`src/hdl/assert_macros.svh`:
```
// Assertion helpers. Each use expects signals clk and rst_n in scope.
`ifndef ASSERT_MACROS_SVH
`define ASSERT_MACROS_SVH
`ifndef SYNTHESIS
`define CLR_ASSERT_ALWAYS(lbl, expr) \
  lbl: assert property (@(posedge clk) disable iff (!rst_n) (expr)) \
    else $error("assertion failed");
`define CLR_ASSERT_NEXT(lbl, ante, cons) \
  lbl: assert property (@(posedge clk) disable iff (!rst_n) (ante) |=> (cons)) \
    else $error("assertion failed");
`else
`define CLR_ASSERT_ALWAYS(lbl, expr)
`define CLR_ASSERT_NEXT(lbl, ante, cons)
`endif
`endif

```
`src/hdl/clr_pkg.sv`:
```
`default_nettype none
package clr_pkg;

  typedef enum logic [1:0] {
    OP_ONLINE  = 2'd0,
    OP_LEASE   = 2'd1,
    OP_RELEASE = 2'd2
  } clr_op_e;

  typedef enum logic [1:0] {
    ST_OK      = 2'd0,
    ST_INVALID = 2'd1,
    ST_BUSY    = 2'd2
  } clr_status_e;

  typedef enum logic [1:0] {
    ROLE_OFF  = 2'd0,
    ROLE_HSK  = 2'd1,
    ROLE_IDLE = 2'd2,
    ROLE_HOT  = 2'd3
  } clr_role_e;

  localparam logic [31:0] OWNER_NONE = 32'hFFFF_FFFF;
  localparam int MASK_W = 8;

  typedef struct packed {
    logic [1:0]  op;
    logic [7:0]  core_index;
    logic [31:0] owner;
  } clr_in_t;

  typedef struct packed {
    logic [1:0]  status;
    logic [7:0]  hot_mask;
    logic [7:0]  isolated_mask;
    logic [3:0]  online_count;
    logic [34:0] migration_total;
  } clr_out_t;

endpackage
`default_nettype wire

```
`src/hdl/clr_table.sv`:
```
`default_nettype none
`include "assert_macros.svh"
module clr_table
  import clr_pkg::*;
#(
  parameter int CORES = 8
) (
  input  logic     clk,
  input  logic     rst_n,
  input  logic     upd,
  input  clr_in_t  item,
  output clr_out_t res
);

  localparam logic [CORES-1:0] CORE0_BIT = {{(CORES-1){1'b0}}, 1'b1};

  logic [CORES-1:0] online_r, online_nxt;
  logic [CORES-1:0] ov_r, ov_nxt;
  logic [CORES-1:0] iso_r, iso_nxt;
  clr_role_e        role_r   [CORES];
  clr_role_e        role_nxt [CORES];
  logic [31:0]      owner_r   [CORES];
  logic [31:0]      owner_nxt [CORES];
  logic [31:0]      mig_r   [CORES];
  logic [31:0]      mig_nxt [CORES];
  logic [3:0]       cnt_r, cnt_nxt;
  logic [34:0]      total_r, total_nxt;

  logic [CORES-1:0] hit;
  logic             idx_ok;
  logic             sel_online;
  logic             sel_ov;
  clr_role_e        sel_role;
  logic [31:0]      sel_owner;
  logic [31:0]      sel_mig;
  clr_status_e      st;
  logic             do_on, do_lease, do_rel, do_mig;

  // Core 0 never matches: it cannot be brought online or leased.
  always_comb begin
    hit        = '0;
    sel_online = 1'b0;
    sel_ov     = 1'b0;
    sel_role   = ROLE_OFF;
    sel_owner  = '0;
    sel_mig    = '0;
    for (int c = 1; c < CORES; c++) begin
      hit[c] = (item.core_index == 8'(c));
      if (hit[c]) begin
        sel_online = online_r[c];
        sel_ov     = ov_r[c];
        sel_role   = role_r[c];
        sel_owner  = owner_r[c];
        sel_mig    = mig_r[c];
      end
    end
    idx_ok = |hit;
  end

  always_comb begin
    st       = ST_INVALID;
    do_on    = 1'b0;
    do_lease = 1'b0;
    do_rel   = 1'b0;
    do_mig   = 1'b0;
    unique case (clr_op_e'(item.op))
      OP_ONLINE: begin
        if (idx_ok) begin
          st    = ST_OK;
          do_on = upd;
        end
      end
      OP_LEASE: begin
        if (!idx_ok || item.owner == OWNER_NONE || !sel_online ||
            sel_role != ROLE_IDLE) begin
          st = ST_INVALID;
        end else if (sel_ov && sel_owner != item.owner) begin
          st     = ST_BUSY;
          do_mig = upd;
        end else begin
          st       = ST_OK;
          do_lease = upd;
        end
      end
      OP_RELEASE: begin
        if (idx_ok && sel_online && sel_role == ROLE_HOT && sel_ov &&
            sel_owner == item.owner) begin
          st     = ST_OK;
          do_rel = upd;
        end
      end
      default: st = ST_INVALID;
    endcase
  end

  always_comb begin
    online_nxt = online_r;
    ov_nxt     = ov_r;
    iso_nxt    = iso_r;
    role_nxt   = role_r;
    owner_nxt  = owner_r;
    mig_nxt    = mig_r;
    for (int c = 0; c < CORES; c++) begin
      if (hit[c]) begin
        if (do_on || do_rel) begin
          online_nxt[c] = 1'b1;
          role_nxt[c]   = ROLE_IDLE;
          ov_nxt[c]     = 1'b0;
          owner_nxt[c]  = '0;
          iso_nxt[c]    = 1'b1;
        end
        if (do_lease) begin
          role_nxt[c]  = ROLE_HOT;
          ov_nxt[c]    = 1'b1;
          owner_nxt[c] = item.owner;
          iso_nxt[c]   = 1'b1;
        end
        if (do_mig) begin
          mig_nxt[c] = mig_r[c] + 32'd1;
        end
      end
    end
  end

  // Running totals stand in for a sum over the table. A counter that wraps
  // from all ones to zero takes 2^32 - 1 off the total.
  always_comb begin
    cnt_nxt   = cnt_r + 4'(do_on && !sel_online);
    total_nxt = total_r;
    if (do_mig) begin
      if (sel_mig == '1) begin
        total_nxt = total_r - 35'h0_FFFF_FFFF;
      end else begin
        total_nxt = total_r + 35'd1;
      end
    end
  end

  always_comb begin
    res                 = '0;
    res.status          = st;
    res.online_count    = cnt_nxt;
    res.migration_total = total_nxt;
    for (int c = 0; c < MASK_W; c++) begin
      if (c < CORES) begin
        res.hot_mask[c]      = (role_nxt[c] == ROLE_HOT);
        res.isolated_mask[c] = iso_nxt[c];
      end
    end
  end

  always_ff @(posedge clk) begin
    if (!rst_n) begin
      online_r <= CORE0_BIT;
      ov_r     <= '0;
      iso_r    <= '0;
      cnt_r    <= 4'd1;
      total_r  <= '0;
      for (int c = 0; c < CORES; c++) begin
        role_r[c] <= (c == 0) ? ROLE_HSK : ROLE_OFF;
        mig_r[c]  <= '0;
      end
    end else begin
      online_r <= online_nxt;
      ov_r     <= ov_nxt;
      iso_r    <= iso_nxt;
      cnt_r    <= cnt_nxt;
      total_r  <= total_nxt;
      role_r   <= role_nxt;
      mig_r    <= mig_nxt;
    end
  end

  // Owner ids are only looked at while their owner-valid bit is set.
  always_ff @(posedge clk) begin
    owner_r <= owner_nxt;
  end

  `CLR_ASSERT_ALWAYS(a_core0_hsk, online_r[0] && role_r[0] == ROLE_HSK)
  `CLR_ASSERT_ALWAYS(a_cnt_track, cnt_r == 4'($countones(online_r)))
  `CLR_ASSERT_ALWAYS(a_iso_online, iso_r == (online_r & ~CORE0_BIT))
  `CLR_ASSERT_NEXT(a_busy_counts, upd && st == ST_BUSY, total_r != $past(total_r))

endmodule
`default_nettype wire

```
`src/hdl/core_lease_registry_top.sv`:
```
// Channel  | Direction | Handshake          | Word
// in_      | input     | in_valid, in_stall | clr_in_t: op, core_index, owner
// out_     | output    | out_valid, out_stall | clr_out_t: status, masks, count, total
//
// One word is taken every cycle while the result side keeps up; a result
// passes through the input register and the table update into the result
// register, and is taken at an edge where out_stall is low.
// After reset core 0 is online as housekeeping and all other cores are offline;
// the block accepts words in the first cycle after reset.
// A stall on the result side holds the result register and, once the input
// register is also full, raises in_stall in the same cycle.
`default_nettype none
module core_lease_registry_top
  import clr_pkg::*;
#(
  parameter int CORES = 8
) (
  input  logic     clk,
  input  logic     rst_n,
  input  logic     in_valid,
  output logic     in_stall,
  input  clr_in_t  in_data,
  output logic     out_valid,
  input  logic     out_stall,
  output clr_out_t out_data
);

  logic     s1_v_r, s1_v_nxt;
  clr_in_t  s1_data_r;
  logic     out_valid_r, out_valid_nxt;
  clr_out_t out_data_r;
  clr_out_t res;
  logic     adv;
  logic     in_take;

  assign adv      = s1_v_r && (!out_valid_r || !out_stall);
  assign in_stall = s1_v_r && out_valid_r && out_stall;
  assign in_take  = in_valid && !in_stall;

  always_comb begin
    s1_v_nxt      = in_take ? 1'b1 : (s1_v_r && !adv);
    out_valid_nxt = adv ? 1'b1 : (out_valid_r && out_stall);
  end

  always_ff @(posedge clk) begin
    if (!rst_n) begin
      s1_v_r      <= 1'b0;
      out_valid_r <= 1'b0;
    end else begin
      s1_v_r      <= s1_v_nxt;
      out_valid_r <= out_valid_nxt;
    end
  end

  always_ff @(posedge clk) begin
    if (in_take) begin
      s1_data_r <= in_data;
    end
    if (adv) begin
      out_data_r <= res;
    end
  end

  clr_table #(
    .CORES(CORES)
  ) u_table (
    .clk  (clk),
    .rst_n(rst_n),
    .upd  (adv),
    .item (s1_data_r),
    .res  (res)
  );

  assign out_valid = out_valid_r;
  assign out_data  = out_data_r;

endmodule
`default_nettype wire
```
`config.mk`:
```
export PLATFORM = sky130hd
export DESIGN_NAME = core_lease_registry_top
export DESIGN_NICKNAME = d
export VERILOG_FILES = /design/src/hdl/clr_pkg.sv /design/src/hdl/clr_table.sv /design/src/hdl/core_lease_registry_top.sv
export VERILOG_INCLUDE_DIRS = /design/src /design/src/hdl
export SDC_FILE = /design/constraint.sdc
export NUM_CORES = 1
export LEC_CHECK = 0
export BUFFER_PORTS_ARGS = -buffer_cell sky130_fd_sc_hd__buf_2
export CAP_MARGIN = 10
export CORE_MARGIN = 2
export CORE_UTILIZATION = 52
export DETAILED_ROUTE_END_ITERATION = 6
export PLACE_DENSITY_LB_ADDON = 0.15
export SLEW_MARGIN = 20
export SYNTH_ARGS = -nofsm -noshare
export SYNTH_HDL_FRONTEND = slang
export SYNTH_HIERARCHICAL = 1
export SYNTH_SLANG_ARGS = --single-unit
```
`constraint.sdc`:
```
create_clock -name clk -period 23.3 [get_ports clk]
set_clock_uncertainty 0.2 [all_clocks]
set_input_delay 4.66 -clock clk [delete_from_list [all_inputs] [get_ports clk]]
set_output_delay 4.66 -clock clk [all_outputs]
set_load 0.05 [all_outputs]
```
==> metrics.log, run 1 <==
INFO  metric placed_area = 30980 µm²
INFO  metric synth_edf_count = 323
INFO  metric share_of_the_synthesized_area_in_the_top_cell_type = 32.35%
INFO  metric worst_ep_required_time = 18.44 ns
INFO  metric cts-hold-fix-buffers = 0
INFO  metric syn-cell-area = 29990 µm²
INFO  metric die_height = 244.1 µm
INFO  metric delay_heaviest_family_cp = buffers and inverters
INFO  metric rsz_0062_raised_after_global_routing = no
INFO  metric power.leakage = 11.35 nW
INFO  metric synth_area_leader_cell = sky130_fd_sc_hd__edfxtp_1
INFO  metric worst-path-max-fanout = 3
INFO  metric post_synth_main_area_contributors = sky130_fd_sc_hd__edfxtp_1 32%, sky130_fd_sc_hd__dfxtp_1 20%, sky130_fd_sc_hd__or4_1 3.3%
INFO  metric syn_to_final_growth = 10.55%
INFO  metric final_hold_viol_count = 0
INFO  metric power.density = 70.02 nW/µm²
INFO  metric detailroute.via_count = 24375
INFO  metric cts.root.buffer_cell = sky130_fd_sc_hd__clkbuf_16
INFO  metric slowest_delay = 0.26 ns
INFO  metric pre_cts_ws = 13.18 ns
INFO  metric syn-mean-instance-area = 10.46 µm²
INFO  metric stdcell_area = 33150 µm²
INFO  metric cp_slowest_cell = sky130_fd_sc_hd__buf_2
INFO  metric synth.yosys.seq_area_share = 52.38%
INFO  metric clk_transition_reported_paths = 0.06 ns
INFO  metric status = completed
INFO  metric clkLatencyLatePin = 0.61 ns
INFO  metric post_cts_setup_repair_buffer_count = 0
INFO  metric ranking_of_synthesized_cells_by_instance_count = 323 x sky130_fd_sc_hd__edfxtp_1, 300 x sky130_fd_sc_hd__dfxtp_1, 257 x sky130_fd_sc_hd__nand2_1
INFO  metric path_common_cell = sky130_fd_sc_hd__buf_2
INFO  metric worst_slew_margin_rel = 24.20%
INFO  metric worstMarginPinSlew = 1.137 ns
INFO  metric hold_slack = 0.2454 ns
INFO  metric global_route.usage.total = 28.23%
INFO  metric drt_pass1_iterations = 6
INFO  metric tritoncts = done
INFO  metric die_outline_width = 244.1 µm
INFO  metric setup_total_negative_slack = 0 ns
INFO  metric final_min_period_over_clock_period = 43.43%
INFO  metric initial_core_util = 52.27%
INFO  metric criticalPathCategory = in -> out
INFO  metric grt_start_max_net_pins = 126
INFO  metric remaining_drc_errors = 0
INFO  metric ctsHtreeMaxLevel = 3
INFO  metric yosysMostFrequentCell = sky130_fd_sc_hd__edfxtp_1
INFO  metric setup.worst_path.end_class = primary output
INFO  metric dr.first_iter.drc_count = 2502
INFO  metric critical_path.cell_chain = buf_2, and3_4, buf_2
INFO  metric detail-route-antenna-nets = 0
INFO  metric worst_slack = 13.18 ns
INFO  metric worst-path-buf-inv = 2
INFO  metric grt_pass1_vias = 23034
INFO  metric global_route_wire_length_before_repair = 132200 µm
INFO  metric place_congestion = 0.9400
INFO  metric vdd_ir_drop_max = 72.39 µV
INFO  metric layout.nets = 2940
INFO  metric die-area = 59600 µm²
INFO  metric drt-wirelength-per-cell = 23.20 µm
INFO  metric cts.sink_count = 623
INFO  metric maxCapViolations = 0
INFO  metric viasPerCell = 6.597
INFO  metric main_synth_ff_type = sky130_fd_sc_hd__edfxtp_1
INFO  metric cts_buffer_depth = 3
INFO  metric post_cts_resize_count = 0
INFO  metric dpl.cell_count = 3578
INFO  metric portBuffers = 104
INFO  metric n_fill_cell = 4805
INFO  metric layout_cells_sized_above_1 = 12.80%
INFO  metric core_area = 57370 µm²
INFO  metric dp_hpwl = 55340 µm
INFO  metric max_clock_freq = 98.82 MHz
INFO  metric synth-seq-cells = 623
INFO  metric final_max_slew_viol_count = 0
INFO  metric setup_viol = 0
INFO  metric cts_inserted_buffers = 67
INFO  metric worstHoldPathType = reg -> reg
INFO  metric worst_ep_arrival_time = 5.26 ns
INFO  metric yosysUniqueCellTypes = 96
INFO  metric critPathLaunchType = primary input
INFO  metric global_route.overflow_total = 0
INFO  metric post_layout_nonfiller_instances = 3695
INFO  metric synthesis.yosys.warnings = 6
INFO  metric row_count = 88
INFO  metric post_synth_inst_count = 2867
INFO  metric io_pins = 105
INFO  metric antennaDiodeCount = 0
INFO  metric post-route-min-period = 10.12 ns
INFO  metric synthArstFlopShare = 0%
INFO  metric totalWireLength = 85720 µm
INFO  metric antenna_found_initial = 1
==> area by class of cell <==
cell class	instances	area [µm²]	area share, %
inverter	60	230.2	0.6945
sequential	623	15710	47.38
clock buffer	96	1908	5.756
tap	765	957.2	2.888
multi-input combinational	1981	13230	39.92
clock inverter	21	236.5	0.7134
timing repair buffer	149	877.1	2.646
==> stage by stage <==
| step | utilization, % | power [mW] |
|---|---|---|
| 2_1_floorplan | - | 1.258 |
| 3_3_place_gp | 54.00 | 1.289 |
| 3_5_place_dp | 54.01 | 1.291 |
| 4_1_cts | 57.75 | 2.335 |
| 5_1_grt | 57.78 | 2.386 |
| 6_report | 57.78 | 2.321 |
==> worst paths after layout <==
check | slack, ns | start | endpoint | cells past startpoint
max | 13.18 | out_stall | in_stall | 3
min reg2reg | 0.25 | u_table/iso_r[3] | u_table/iso_r[3] | 2
min | 0.25 | u_table/iso_r[3] | u_table/iso_r[3] | 2
max reg2reg | 16.40 | s1_data_r[33] | out_data[34] | 14
==> registers in the layout (all words and copies together) (netlist names) <==
| signal | count |
|---|---|
| u_table/iso_r | 7 |
| u_table/ov_r | 7 |
| u_table/owner_r | 224 |
| u_table/online_r | 7 |
| u_table/total_r | 35 |
| out_data | 57 |
| u_table/cnt_r | 4 |
| u_table/role_r | 14 |
| s1_v_r | 1 |
| out_valid | 1 |
| s1_data_r | 42 |
| u_table/mig_r | 224 |
==> logic make-up after synthesis <==
| kind of cell | Yosys count | synth area share (%) |
|---|---|---|
| and+or+nand+nor | 1086 | 20.20 |
| DFF | 623 | 52.38 |
| muxes | 140 | 5.650 |
| AOI/OAI and AO/OA | 710 | 16.32 |
| adders and majority gates | 12 | 0.5007 |
| other | 1 | 0.01251 |
| xor gates and xnor gates | 31 | 0.9055 |
| buffers and inverters | 264 | 4.027 |
==> report_power, final <==
group / internal, mW / leakage [nW] / switching (mW) / total [mW]
sequential: 1.16 / 5.94 / 0.0108 / 1.17
combinational: 0.0268 / 4.35 / 0.0766 / 0.103
clock: 0.624 / 1.05 / 0.427 / 1.05
total: 1.81 / 11.3 / 0.515 / 2.32
==> layout by cell type, fill, tap and decap left out, types with 69 or more instances in the layout <==
cell                        instances
sky130_fd_sc_hd__edfxtp_1         323
sky130_fd_sc_hd__a21oi_1          171
sky130_fd_sc_hd__and3_1            76
sky130_fd_sc_hd__buf_2            103
sky130_fd_sc_hd__o31ai_1           96
sky130_fd_sc_hd__dfxtp_1          300
sky130_fd_sc_hd__clkbuf_16         69
sky130_fd_sc_hd__nand4_1           72
sky130_fd_sc_hd__nor2_1            87
sky130_fd_sc_hd__nand2_1          257
sky130_fd_sc_hd__nand3_1          139
sky130_fd_sc_hd__o21ai_0           99
sky130_fd_sc_hd__or4_1            130
==> worst min-delay path, delay by kind of cell (launching register included) <==
family / cells / cell delay, ns
AO/OA/AOI/OAI: 1 / 0.05
AND/OR/NAND/NOR: 1 / 0.05
flip-flops: 1 / 0.32
==> metal layers <==
layer  vias up  track usage (%)  share of wire [%]
met1     11947            36.41                 41
met4         0            11.76                4.1
li1      11196                -                  -
met5         -                0                  0
met2      1001            47.03                 48
met3       231            4.906                7.0
No activity file was read; power rests on OpenSTA's default activity.
==> run 2: changes to the inputs <==
--- a/config.mk
+++ b/config.mk
@@ -6,6 +6,7 @@
 export SDC_FILE = /design/constraint.sdc
 export NUM_CORES = 1
 export LEC_CHECK = 0
+export ABC_AREA = 1
 export BUFFER_PORTS_ARGS = -buffer_cell sky130_fd_sc_hd__buf_2
 export CAP_MARGIN = 10
 export CORE_MARGIN = 2
==> constraint.sdc (replaced) <==
create_clock -name clk -period 9.55 [get_ports clk]
set_clock_uncertainty 0.2 [all_clocks]
set_input_delay 1.91 -clock clk [delete_from_list [all_inputs] [get_ports clk]]
set_output_delay 1.91 -clock clk [all_outputs]
set_load 0.05 [all_outputs]
==> metrics.log, run 2 <==
INFO  metric setup_viol = 0 (unchanged)
INFO  metric ranking_of_synthesized_cells_by_instance_count = 1010 x sky130_fd_sc_hd__nand2_1, 366 x sky130_fd_sc_hd__nor2_1, 323 x sky130_fd_sc_hd__edfxtp_1
INFO  metric portBuffers = 104 (unchanged)
INFO  metric grt_start_max_net_pins = 161 (+28%)
INFO  metric worst-path-max-fanout = 91 (+88)
INFO  metric critPathLaunchType = flop
INFO  metric detail-route-antenna-nets = 0 (unchanged)
INFO  metric post_synth_main_area_contributors = sky130_fd_sc_hd__edfxtp_1 31%, sky130_fd_sc_hd__dfxtp_1 19%, sky130_fd_sc_hd__nand2_1 12%
INFO  metric synth.yosys.seq_area_share = 49.96% (-2.4 points)
INFO  metric clkLatencyLatePin = 0.61 ns (about the same)
INFO  metric die_outline_width = 249.9 µm (+2.4%)
INFO  metric clk_transition_reported_paths = 0.06 ns (about the same)
INFO  metric viasPerCell = 5.572 (-16%)
INFO  metric cts_inserted_buffers = 69 (+3.0%)
INFO  metric worst_slew_margin_rel = 30.57% (+6.4 points)
INFO  metric syn-cell-area = 31440 µm² (+4.8%)
INFO  metric setup.worst_path.end_class = flop
INFO  metric cts.root.buffer_cell = sky130_fd_sc_hd__clkbuf_16
INFO  metric final_max_slew_viol_count = 0 (unchanged)
INFO  metric placed_area = 32490 µm² (+4.8%)
INFO  metric drt-wirelength-per-cell = 17.25 µm (-26%)
INFO  metric cts.sink_count = 623 (unchanged)
INFO  metric post-route-min-period = 6.372 ns
INFO  metric row_count = 90 (+2.3%)
INFO  metric synthArstFlopShare = 0% (unchanged)
INFO  metric stdcell_area = 34730 µm² (+4.8%)
INFO  metric worstMarginPinSlew = 1.041 ns (-0.09552 ns)
INFO  metric layout.cells.most_common_list = 1008 x sky130_fd_sc_hd__nand2_1, 364 x sky130_fd_sc_hd__nor2_1, 323 x sky130_fd_sc_hd__edfxtp_1
INFO  metric power.leakage = 12.48 nW (+10%)
INFO  metric post_cts_resize_count = 0 (unchanged)
INFO  metric totalWireLength = 81710 µm (-4.7%)
INFO  metric pre_cts_ws = 2.983 ns (-10.20 ns)
INFO  metric antenna_found_initial = 1 (unchanged)
INFO  metric post_synth_fa_ha_maj_area_fraction = 0.4776% (-0.023 points)
INFO  metric maxCapViolations = 0 (unchanged)
INFO  metric global_route.usage.total = 25.97% (-2.3 points)
INFO  metric syn_to_final_growth = 10.50% (about the same)
INFO  metric post_cts_setup_repair_buffer_count = 0 (unchanged)
INFO  metric worst_ep_arrival_time = 6.69 ns (+1.43 ns)
INFO  metric global_route_wire_length_before_repair = 132000 µm (about the same)
INFO  metric post_synth_inst_count = 3875 (+35%)
INFO  metric detailroute.via_count = 26390 (+8.3%)
INFO  metric yosysUniqueCellTypes = 48 (-50%)
INFO  metric layout.nets = 3958 (+35%)
INFO  metric yosysMostFrequentCell = sky130_fd_sc_hd__nand2_1
INFO  metric cts_buffer_depth = 3 (unchanged)
INFO  metric grt_pass1_vias = 25081 (+8.9%)
INFO  metric synth_area_leader_cell = sky130_fd_sc_hd__edfxtp_1
INFO  metric synth.area.mux_share = 0% (-5.6 points)
INFO  metric ctsHtreeMaxLevel = 3 (unchanged)
INFO  metric power.density = 161.1 nW/µm² (+130%)
INFO  metric dr.first_iter.drc_count = 2117 (-15%)
INFO  metric rsz_0062_raised_after_global_routing = no
INFO  metric remaining_drc_errors = 0 (unchanged)
INFO  metric antennaDiodeCount = 0 (unchanged)
INFO  metric status = completed
INFO  metric final_hold_viol_count = 0 (unchanged)
INFO  metric synthesis.yosys.warnings = 6 (unchanged)
INFO  metric main_synth_ff_type = sky130_fd_sc_hd__edfxtp_1
INFO  metric io_pins = 105 (unchanged)
INFO  metric layout_cells_sized_above_1 = 7.714% (-5.1 points)
INFO  metric core_area = 60020 µm² (+4.6%)
INFO  metric worst_ep_required_time = 9.87 ns (-8.57 ns)
INFO  metric area_share_of_xor_xnor_cells_in_the_synthesized_design = 6.213% (+5.3 points)
INFO  metric final_min_period_over_clock_period = 66.72%
INFO  metric synth_simple_gate_area_share = 30.51% (+10 points)
INFO  metric cts-hold-fix-buffers = 0 (unchanged)
INFO  metric layout_commonest_cell = sky130_fd_sc_hd__nand2_1
INFO  metric worst_slack = 3.178 ns (-10.00 ns)
INFO  metric share_of_the_synthesized_area_in_the_top_cell_type = 30.85% (-1.5 points)
INFO  metric largest_family_of_logic_cells_by_synthesized_area = simple AND/OR/NAND/NOR gates
INFO  metric criticalPathCategory = reg -> reg
INFO  metric syn-mean-instance-area = 8.112 µm² (-22%)
INFO  metric setup_total_negative_slack = 0 ns (unchanged)
INFO  metric place_congestion = 0.9250 (-1.6%)
INFO  metric initial_core_util = 52.37% (+0.10 points)
INFO  metric die_height = 249.9 µm (+2.4%)
INFO  metric global_route.overflow_total = 0 (unchanged)
INFO  metric die-area = 62440 µm² (+4.8%)
INFO  metric post-layout-total-power = 5.594 mW (+140%)
INFO  metric worstHoldPathType = reg -> reg
INFO  metric vdd_ir_drop_max = 172.6 µV (+140%)
INFO  metric drt_pass1_iterations = 6 (unchanged)
INFO  metric compound_cell_area_share_of_the_yosys_netlist = 6.189% (-10 points)
INFO  metric max_clock_freq = 156.9 MHz
INFO  metric dp_hpwl = 53590 µm (-3.2%)
INFO  metric synth-seq-cells = 623 (unchanged)
INFO  metric tritoncts = done
INFO  metric synth_edf_count = 323 (unchanged)
[run 2: changes by cell type in the layout (fill, tap and decap cells not counted), moves of 88 or more]
cell	change
sky130_fd_sc_hd__xor2_1	+170
sky130_fd_sc_hd__nand2_1	+751
sky130_fd_sc_hd__nand4_1	+210
sky130_fd_sc_hd__inv_1	+257
sky130_fd_sc_hd__a21oi_1	+111
sky130_fd_sc_hd__nor2_1	+277
sky130_fd_sc_hd__nor3_1	+88
sky130_fd_sc_hd__or4_1	-130
sky130_fd_sc_hd__o31ai_1	-95
[run 2: final timing paths]
check	slack [ns]	start	to	cells after the start
worst max-delay path	3.18	s1_data_r[37]	u_table/total_r[16]	23
worst min-delay path	0.26	u_table/online_r[3]	u_table/online_r[3]	2
worst max register to register	3.18	s1_data_r[37]	u_table/total_r[16]	23
worst min register to register	0.26	u_table/online_r[3]	u_table/online_r[3]	2
[run 2: kinds of logic after synthesis]
kind of cell,count (synthesis)
other,1
adders and majority gates,12
xor gates and xnor gates,223
DFF,623
AOI/OAI and AO/OA,374
buffers and inverters,507
and+or+nand+nor,2135
[run 2: report_power, final]
group          leakage (nW)  internal [mW]  switching (mW)
registers              4.94           2.81          0.0133
clock network          1.10           1.55            1.08
logic                  6.43         0.0289           0.105
[run 2: routing by layer]
layer | global-route usage, % | vias to the layer above | wire length [µm]
met3 | 3.546 | 127 | 4097
li1 | - | 13160 | -
met2 | 43.76 | 716 | 39100
met5 | 0 | - | 13
met4 | 8.468 | 2 | 1943
met1 | 34.57 | 12385 | 36560
[run 2: worst max-delay path, stage by stage (launching register included)]
cell and delay (ns):
sky130_fd_sc_hd__edfxtp_1 0.36, sky130_fd_sc_hd__nor2_1 0.11, sky130_fd_sc_hd__nand2_1 0.19, sky130_fd_sc_hd__inv_2 0.78
sky130_fd_sc_hd__nand3_1 0.91, sky130_fd_sc_hd__or2_2 0.58, sky130_fd_sc_hd__nand2_1 0.08, sky130_fd_sc_hd__nand3_1 0.08
sky130_fd_sc_hd__nand2_1 0.07, sky130_fd_sc_hd__nand2_1 0.05, sky130_fd_sc_hd__nand2_1 0.05, sky130_fd_sc_hd__nor2_1 0.04
sky130_fd_sc_hd__nand2_1 0.09, sky130_fd_sc_hd__inv_1 0.05, sky130_fd_sc_hd__nand2_1 0.07, sky130_fd_sc_hd__nor2_1 0.08
sky130_fd_sc_hd__nand2_1 0.15, sky130_fd_sc_hd__nand2_4 0.14, sky130_fd_sc_hd__inv_6 0.53, sky130_fd_sc_hd__nand2_1 0.10
sky130_fd_sc_hd__buf_4 0.30, sky130_fd_sc_hd__inv_1 0.77, sky130_fd_sc_hd__nand2_1 0.19, sky130_fd_sc_hd__a21oi_1 0.20
[run 2: metrics by stage]
stage / hold slack (ns) / instances / utilization [%]
global route: 0.2751 / 4736 / 57.87
floorplan: 0.2301 / 3876 / -
CTS: 0.2569 / 4736 / 57.85
detailed placement: 0.2466 / 4611 / 54.13
finish: 0.2580 / 4736 / 57.87
global placement: 0.2395 / 4609 / 54.03
[run 2: final cells by class]
| cell class | instances | area, µm² |
|---|---|---|
| Fill cell | 5510 | 25290 |
| Sequential cell | 623 | 15710 |
| Multi-Input combinational cell | 2746 | 13790 |
| Clock buffer | 85 | 1859 |
| Inverter | 328 | 1244 |
| Tap cell | 782 | 978.4 |
| Timing Repair Buffer | 132 | 783.3 |
| Clock inverter | 40 | 379.1 |
